**src/rtl/core/y2r_pkg.sv**
```systemverilog
package y2r_pkg;

    // Field widths fixed by the pixel format and the register map
    localparam int unsigned PIX_W  = 8;
    localparam int unsigned COEF_W = 15;
    localparam int unsigned IDX_W  = 3;

    // Chroma samples carry an offset of 128
    localparam logic [PIX_W-1:0] CHROMA_OFFSET = 8'd128;

    // Largest byte value, used by the clamp
    localparam logic [PIX_W-1:0] PIX_MAX = 8'd255;

    // Register indexes
    typedef enum logic [IDX_W-1:0] {
        REG_CR_TO_RED   = 3'd0,
        REG_CB_TO_GREEN = 3'd1,
        REG_CR_TO_GREEN = 3'd2,
        REG_CB_TO_BLUE  = 3'd3
    } reg_index_t;

    // Reset gains, 14 fractional bits (1.402, 0.34414, 0.71414, 1.772)
    localparam logic [COEF_W-1:0] RST_CR_TO_RED   = 15'd22970;
    localparam logic [COEF_W-1:0] RST_CB_TO_GREEN = 15'd5638;
    localparam logic [COEF_W-1:0] RST_CR_TO_GREEN = 15'd11700;
    localparam logic [COEF_W-1:0] RST_CB_TO_BLUE  = 15'd29032;

    // Gain registers as one group
    typedef struct packed {
        logic [COEF_W-1:0] cr_to_red;
        logic [COEF_W-1:0] cb_to_green;
        logic [COEF_W-1:0] cr_to_green;
        logic [COEF_W-1:0] cb_to_blue;
    } coef_set_t;

endpackage

```
**src/rtl/core/yuyv_to_rgb888_converter_core.sv**
```systemverilog
// YUYV 4:2:2 to RGB888 colour converter core (full-range BT.601 / JFIF).
// Input channel: present one macropixel (luma_first, chroma_blue, luma_second,
// chroma_red) with start high; the word is taken at any rising edge where
// start is high and busy is low. busy is always low: the four-stage pipeline
// (input/offset, gain multipliers, channel sums, shift and clamp) takes a new
// word every cycle, so throughput is one macropixel per clock.
// Result channel: done is high for exactly one cycle with the two RGB888
// pixels on the result ports; each word passes the input, product, sum and
// output registers in order. Results leave in input order and cannot be
// held off, so the pipeline never stalls.
// Configuration channel: cfg_valid/cfg_ready with cfg_index and cfg_data;
// cfg_ready is always high. Indexes 0..3 select the four gain registers
// (red from Cr, green from Cb, green from Cr, blue from Cb), other indexes
// are ignored. Write gains only while no word is in flight.
// Reset (rst_n low, asynchronous) empties the pipeline and loads the
// default gains; no clearing pass is needed.
module yuyv_to_rgb888_converter_core #(
    parameter int unsigned COEF_FRAC_BITS = 14
) (
    input  logic                        clk,
    input  logic                        rst_n,
    // command
    input  logic                        start,
    output logic                        busy,
    input  logic [y2r_pkg::PIX_W-1:0]   luma_first,
    input  logic [y2r_pkg::PIX_W-1:0]   chroma_blue,
    input  logic [y2r_pkg::PIX_W-1:0]   luma_second,
    input  logic [y2r_pkg::PIX_W-1:0]   chroma_red,
    // result
    output logic                        done,
    output logic [y2r_pkg::PIX_W-1:0]   red_first,
    output logic [y2r_pkg::PIX_W-1:0]   green_first,
    output logic [y2r_pkg::PIX_W-1:0]   blue_first,
    output logic [y2r_pkg::PIX_W-1:0]   red_second,
    output logic [y2r_pkg::PIX_W-1:0]   green_second,
    output logic [y2r_pkg::PIX_W-1:0]   blue_second,
    // configuration
    input  logic                        cfg_valid,
    output logic                        cfg_ready,
    input  logic [y2r_pkg::IDX_W-1:0]   cfg_index,
    input  logic [y2r_pkg::COEF_W-1:0]  cfg_data
);

    localparam int unsigned PW    = y2r_pkg::PIX_W;
    localparam int unsigned DIF_W = PW + 1;
    localparam int unsigned PRD_W = y2r_pkg::COEF_W + 1 + DIF_W;
    localparam int unsigned ACC_W = (COEF_FRAC_BITS + PW + 2 > PRD_W + 3) ?
                                    COEF_FRAC_BITS + PW + 2 : PRD_W + 3;
    localparam int unsigned SH_W  = ACC_W - COEF_FRAC_BITS;

    // Shift right by F (floor) and clamp to a byte
    function automatic logic [PW-1:0] shift_clamp(input logic signed [ACC_W-1:0] acc);
        logic [SH_W-1:0] sh;
        logic [PW-1:0]   res;
        sh = acc[ACC_W-1:COEF_FRAC_BITS];
        if (sh[SH_W-1])
            res = '0;
        else if (|sh[SH_W-2:PW])
            res = y2r_pkg::PIX_MAX;
        else
            res = sh[PW-1:0];
        return res;
    endfunction

    // Luma scaled to the fixed-point grid, widened to the accumulator
    function automatic logic signed [ACC_W-1:0] luma_base(input logic [PW-1:0] y);
        logic [ACC_W-1:0] b;
        b = {{(ACC_W-PW-COEF_FRAC_BITS){1'b0}}, y, {COEF_FRAC_BITS{1'b0}}};
        return $signed(b);
    endfunction

    function automatic logic signed [ACC_W-1:0] sext_prod(input logic signed [PRD_W-1:0] p);
        return $signed({{(ACC_W-PRD_W){p[PRD_W-1]}}, p});
    endfunction

    // Multiplier operands widened to the product width
    function automatic logic signed [PRD_W-1:0] gain_ext(input logic [y2r_pkg::COEF_W-1:0] c);
        return $signed({{(PRD_W-y2r_pkg::COEF_W){1'b0}}, c});
    endfunction

    function automatic logic signed [PRD_W-1:0] dif_ext(input logic signed [DIF_W-1:0] d);
        return $signed({{(PRD_W-DIF_W){d[DIF_W-1]}}, d});
    endfunction

    y2r_pkg::coef_set_t coef_reg;

    // stage 1: captured luma and chroma offsets
    logic                    v1_reg;
    logic [PW-1:0]           s1_y0_reg, s1_y1_reg;
    logic signed [DIF_W-1:0] s1_dcb_reg, s1_dcr_reg;

    // stage 2: gain products
    logic                    v2_reg;
    logic [PW-1:0]           s2_y0_reg, s2_y1_reg;
    logic signed [PRD_W-1:0] s2_red_reg, s2_gcb_reg, s2_gcr_reg, s2_blue_reg;

    // stage 3: full-precision channel sums
    logic                    v3_reg;
    logic signed [ACC_W-1:0] s3_r0_reg, s3_g0_reg, s3_b0_reg;
    logic signed [ACC_W-1:0] s3_r1_reg, s3_g1_reg, s3_b1_reg;

    // stage 4: output word
    logic                    done_reg;
    logic [PW-1:0]           r0_reg, g0_reg, b0_reg, r1_reg, g1_reg, b1_reg;

    logic                    accept;
    logic signed [DIF_W-1:0] dcb_next, dcr_next;
    logic signed [ACC_W-1:0] base0, base1, green_sub;

    assign busy      = 1'b0;
    assign cfg_ready = 1'b1;
    assign accept    = start && !busy;

    // Chroma offsets, nine-bit signed
    assign dcb_next = $signed({1'b0, chroma_blue}) - $signed({1'b0, y2r_pkg::CHROMA_OFFSET});
    assign dcr_next = $signed({1'b0, chroma_red}) - $signed({1'b0, y2r_pkg::CHROMA_OFFSET});

    // Stage 3 operands
    assign base0     = luma_base(s2_y0_reg);
    assign base1     = luma_base(s2_y1_reg);
    assign green_sub = sext_prod(s2_gcb_reg) + sext_prod(s2_gcr_reg);

    // Gain registers
    always_ff @(posedge clk or negedge rst_n)
    begin
        if (!rst_n)
        begin
            coef_reg.cr_to_red   <= y2r_pkg::RST_CR_TO_RED;
            coef_reg.cb_to_green <= y2r_pkg::RST_CB_TO_GREEN;
            coef_reg.cr_to_green <= y2r_pkg::RST_CR_TO_GREEN;
            coef_reg.cb_to_blue  <= y2r_pkg::RST_CB_TO_BLUE;
        end
        else if (cfg_valid && cfg_ready)
        begin
            case (y2r_pkg::reg_index_t'(cfg_index))
                y2r_pkg::REG_CR_TO_RED:   coef_reg.cr_to_red   <= cfg_data;
                y2r_pkg::REG_CB_TO_GREEN: coef_reg.cb_to_green <= cfg_data;
                y2r_pkg::REG_CR_TO_GREEN: coef_reg.cr_to_green <= cfg_data;
                y2r_pkg::REG_CB_TO_BLUE:  coef_reg.cb_to_blue  <= cfg_data;
                default: ;
            endcase
        end
    end

    // Valid bits travel with the data
    always_ff @(posedge clk or negedge rst_n)
    begin
        if (!rst_n)
        begin
            v1_reg   <= 1'b0;
            v2_reg   <= 1'b0;
            v3_reg   <= 1'b0;
            done_reg <= 1'b0;
        end
        else
        begin
            v1_reg   <= accept;
            v2_reg   <= v1_reg;
            v3_reg   <= v2_reg;
            done_reg <= v3_reg;
        end
    end

    // Payload pipeline
    always_ff @(posedge clk)
    begin
        // stage 1
        if (accept)
        begin
            s1_y0_reg  <= luma_first;
            s1_y1_reg  <= luma_second;
            s1_dcb_reg <= dcb_next;
            s1_dcr_reg <= dcr_next;
        end
        // stage 2: one multiplier per gain
        if (v1_reg)
        begin
            s2_y0_reg   <= s1_y0_reg;
            s2_y1_reg   <= s1_y1_reg;
            s2_red_reg  <= gain_ext(coef_reg.cr_to_red)   * dif_ext(s1_dcr_reg);
            s2_gcb_reg  <= gain_ext(coef_reg.cb_to_green) * dif_ext(s1_dcb_reg);
            s2_gcr_reg  <= gain_ext(coef_reg.cr_to_green) * dif_ext(s1_dcr_reg);
            s2_blue_reg <= gain_ext(coef_reg.cb_to_blue)  * dif_ext(s1_dcb_reg);
        end
        // stage 3
        if (v2_reg)
        begin
            s3_r0_reg <= base0 + sext_prod(s2_red_reg);
            s3_g0_reg <= base0 - green_sub;
            s3_b0_reg <= base0 + sext_prod(s2_blue_reg);
            s3_r1_reg <= base1 + sext_prod(s2_red_reg);
            s3_g1_reg <= base1 - green_sub;
            s3_b1_reg <= base1 + sext_prod(s2_blue_reg);
        end
        // stage 4
        if (v3_reg)
        begin
            r0_reg <= shift_clamp(s3_r0_reg);
            g0_reg <= shift_clamp(s3_g0_reg);
            b0_reg <= shift_clamp(s3_b0_reg);
            r1_reg <= shift_clamp(s3_r1_reg);
            g1_reg <= shift_clamp(s3_g1_reg);
            b1_reg <= shift_clamp(s3_b1_reg);
        end
    end

    assign done         = done_reg;
    assign red_first    = r0_reg;
    assign green_first  = g0_reg;
    assign blue_first   = b0_reg;
    assign red_second   = r1_reg;
    assign green_second = g1_reg;
    assign blue_second  = b1_reg;

endmodule

```
**config.mk**
```make
export PLATFORM = sky130hd
export DESIGN_NAME = yuyv_to_rgb888_converter_core
export DESIGN_NICKNAME = d
export VERILOG_FILES = /design/src/rtl/core/y2r_pkg.sv /design/src/rtl/core/yuyv_to_rgb888_converter_core.sv
export SDC_FILE = /design/constraint.sdc
export NUM_CORES = 2
export LEC_CHECK = 0
export ABC_AREA = 1
export BUFFER_PORTS_ARGS = -buffer_cell sky130_fd_sc_hd__buf_2
export CAP_MARGIN = 20
export CORE_UTILIZATION = 70
export DETAILED_ROUTE_END_ITERATION = 8
export GPL_ROUTABILITY_DRIVEN = 0
export PLACE_DENSITY = 0.95
export REMOVE_ABC_BUFFERS = 1
export SYNTH_ARGS = -nofsm -noshare
export SYNTH_HDL_FRONTEND = slang
export SYNTH_SLANG_ARGS = --single-unit
```
**constraint.sdc**
```tcl
create_clock -name clk -period 8.6 [get_ports clk]
set_input_delay 2.15 -clock clk [delete_from_list [all_inputs] [get_ports clk]]
set_output_delay 2.15 -clock clk [all_outputs]
set_load 0.01 [all_outputs]
```
==> impl_results.md <==
* Violated checks: DRC
* Synthesis-to-finish area growth at 6.33%
* Period Utilization, post-route at 0.684
* Post-route DRC at 51
* Total Neg Setup Slack at 0 ns
* ANT nets after route at 0
* Pin count of the biggest net entering global routing at 68
* Slowest stage cell on the critical path: fa_1
* Maximum fanout encountered on the critical timing path at 35
* Proportion of layout cells with a drive suffix above 1 at 0.0708
* Wire length per cell after detailed routing at 20.9 um
* Cell type with the largest total area after synthesis: fa_1
* Max cap viols at 0
* TritonCTS clock tree: done
* Synth top area share at 0.232
* Post-route cell area at 34000 um^2
* Clock Pin Slew Worst Setup and Hold Paths at 0.07 ns
* Total via count in the routed design at 26700
* Count of different cell masters after synthesis at 45
* Setup Buffers After CTS at 0
* CP delay by family, top: adder cells
* Core outline area at 44700 um^2
* Number of hold buffers added after CTS at 0
* Port Buf Inserts at 102
* Cells after Synth at 3654
* Slew at the pin with the worst max-slew slack at 1.16 ns
* Max Transition Viols Final at 0
* H-tree depth at 2
* Most common library cell in the layout ignoring fill and taps: nand2_1
* Commonest non-fill, non-tap cells in the layout: 885 x nand2_1, 804 x inv_1, 371 x fa_1, 331 x ha_1, 242 x edfxtp_1
* Height of the chip at 216 um
* Global-route wire length before repair at 141000 um
* Peak per-stage delay on the critical path at 0.51 ns
* Number of antenna violations at the first check in global routing at 2
* Setup CP Type: reg2reg
* Buf/Inv on CP at 4
* Overall track demand over capacity in global routing at 0.389
* Flip-flop count of the largest register, all copies and words added at 60
* Top_reg_cell synth: edfxtp_1
* Status: finished with violations
* Via density per instance at 6.23
* RSZ-0062 raised after global routing: no
* Worst endpoint data arrival time at 6.19 ns
* Rows at 77
* Maximum operating frequency at 170 MHz
* Area enclosed by the die boundary at 46600 um^2
* Number of nets in the finished design at 4434
* Final core utilization at 0.761
* Root Buffer: clkbuf_16
* Yosys warns at 0
* Area of the mapped netlist at 32000 um^2
* Kind of path behind the tightest hold check: reg2reg
* Cells along the critical path: buf_4, inv_1, buf_4, or2_2, fa_1, fa_1, inv_1, fa_1, fa_1, fa_1, ha_1, a21oi_1, o21ai_0, a21o_1, nand3_1, nand2_1, nand2_1, nand2_1, nand2_1, nand2_1, xor2_1
* Dpl cell area at 32900 um^2
* TritonCTS sink count at 306
* Final hold slack at 0.416 ns
* Die width at 216 um
* Number of buffers added by the clock tree synthesis step at 34
* Pre-antenna DRT Iters at 9
* I/O pins at 105
* Worst slew slack as a fraction of its limit at 0.229
* Sequential fraction of the synthesis area at 0.278
* Final worst clock skew at 0.0362 ns
* Post-cts repair resize count at 0
* Worst setup SP type: register
* DP Wirelength at 62500 um
* Fin crit period at 5.88 ns
* Starting DRT DRC Count at 3930
* Number of filler instances in the final layout at 2450
* Vias in the first global route at 28000
* Async S/R FF share, synth at 0.209
* Final count of negative-setup-slack endpoints at 0
* Effective utilization at floorplan at 0.716
* Average cell area after synthesis at 8.76 um^2
* Largest cells by area after synthesis: fa_1 23%, edfxtp_1 23%, ha_1 13%
* Overflow left after global routing at 0
* Required time of the critical path at 8.91 ns
* Total inserted antenna cells at 0
* Clk Latency, worst-skew pair at 0.59 ns
* CTS max path bufs at 3
* Number of synthesized flops with an enable pin at 242
* Final count of hold timing violations at 0
* Kind of end point of the critical path: register
* Post-synthesis sequential element count at 306
* Wire length after detailed routing at 89700 um
-- worst paths after layout --
kind | start | end | slack, ns | cells past startpoint
max in group asynchronous | rst_n | v1_reg | 6.08 | 2
max | s1_dcb_reg[7] | s2_gcb_reg[19] | 2.72 | 21
max reg2reg | s1_dcb_reg[7] | s2_gcb_reg[19] | 2.72 | 21
min in group asynchronous | rst_n | done | 1.81 | 2
min reg2reg | s1_y0_reg[4] | s2_y0_reg[4] | 0.42 | 0
min | s1_y0_reg[4] | s2_y0_reg[4] | 0.42 | 0
-- per-stage QoR --
step	setup slack, ns	instances
finish	2.72	4295
global route	2.47	4295
CTS	2.68	4292
detailed placement	2.83	4231
global placement	3.06	4231
floorplan	2.86	3518
-- kinds of logic after synthesis --
| kind of cell | after synthesis | share of synthesized area |
|---|---|---|
| buf+inv | 946 | 0.111 |
| compound gates | 349 | 0.0596 |
| fa+ha+maj | 702 | 0.361 |
| xor+xnor | 112 | 0.0306 |
| simple gates | 1237 | 0.159 |
| other cells | 2 | 0.000235 |
| flops | 306 | 0.278 |
-- layer usage --
metal / GRT usage / wire (um) / up-vias
li1: - / - / 11300
met1: 0.437 / 27800 / 12300
met2: 0.628 / 41100 / 2357
met3: 0.110 / 12300 / 816
met4: 0.304 / 8590 / 2
met5: 0 / 11 / -
-- layout make-up --
| cell class | count | area (um^2) | share of cell area |
|---|---|---|---|
| multi-input cells | 2402 | 19500 | 0.574 |
| clock buffers | 42 | 912 | 0.0268 |
| flip-flops and latches | 306 | 8910 | 0.262 |
| inverters | 810 | 3040 | 0.0893 |
| clock inverters | 19 | 168 | 0.00493 |
| well taps | 592 | 741 | 0.0218 |
| repair buffers | 124 | 723 | 0.0212 |
-- Yosys cell counts (2+ instances only) --
cell / count
nand3b_1: 3
dfstp_2: 29
inv_2: 6
buf_4: 2
nor2_4: 3
buf_1: 9
a21o_1: 17
xnor2_1: 28
nand3_2: 7
nor4_1: 5
o21bai_4: 2
a21oi_1: 156
nand2_2: 13
a31oi_1: 7
nor2_2: 10
nand2_1: 885
o21ai_0: 136
o2111ai_1: 2
clkbuf_1: 120
fa_1: 371
ha_1: 331
a211oi_1: 4
nand3_1: 85
o21bai_1: 10
dfrtp_1: 35
nor2_1: 152
nor3b_1: 2
buf_2: 5
nand4_1: 35
a31o_2: 2
o21a_1: 2
o211ai_1: 8
xor2_1: 84
or4_1: 4
inv_1: 804
edfxtp_1: 242
conb_1: 2
or2_2: 13
nor3_1: 17
Power is not shown: default switching activity piles up to over one toggle a cycle in this logic, so the estimate is an artifact.
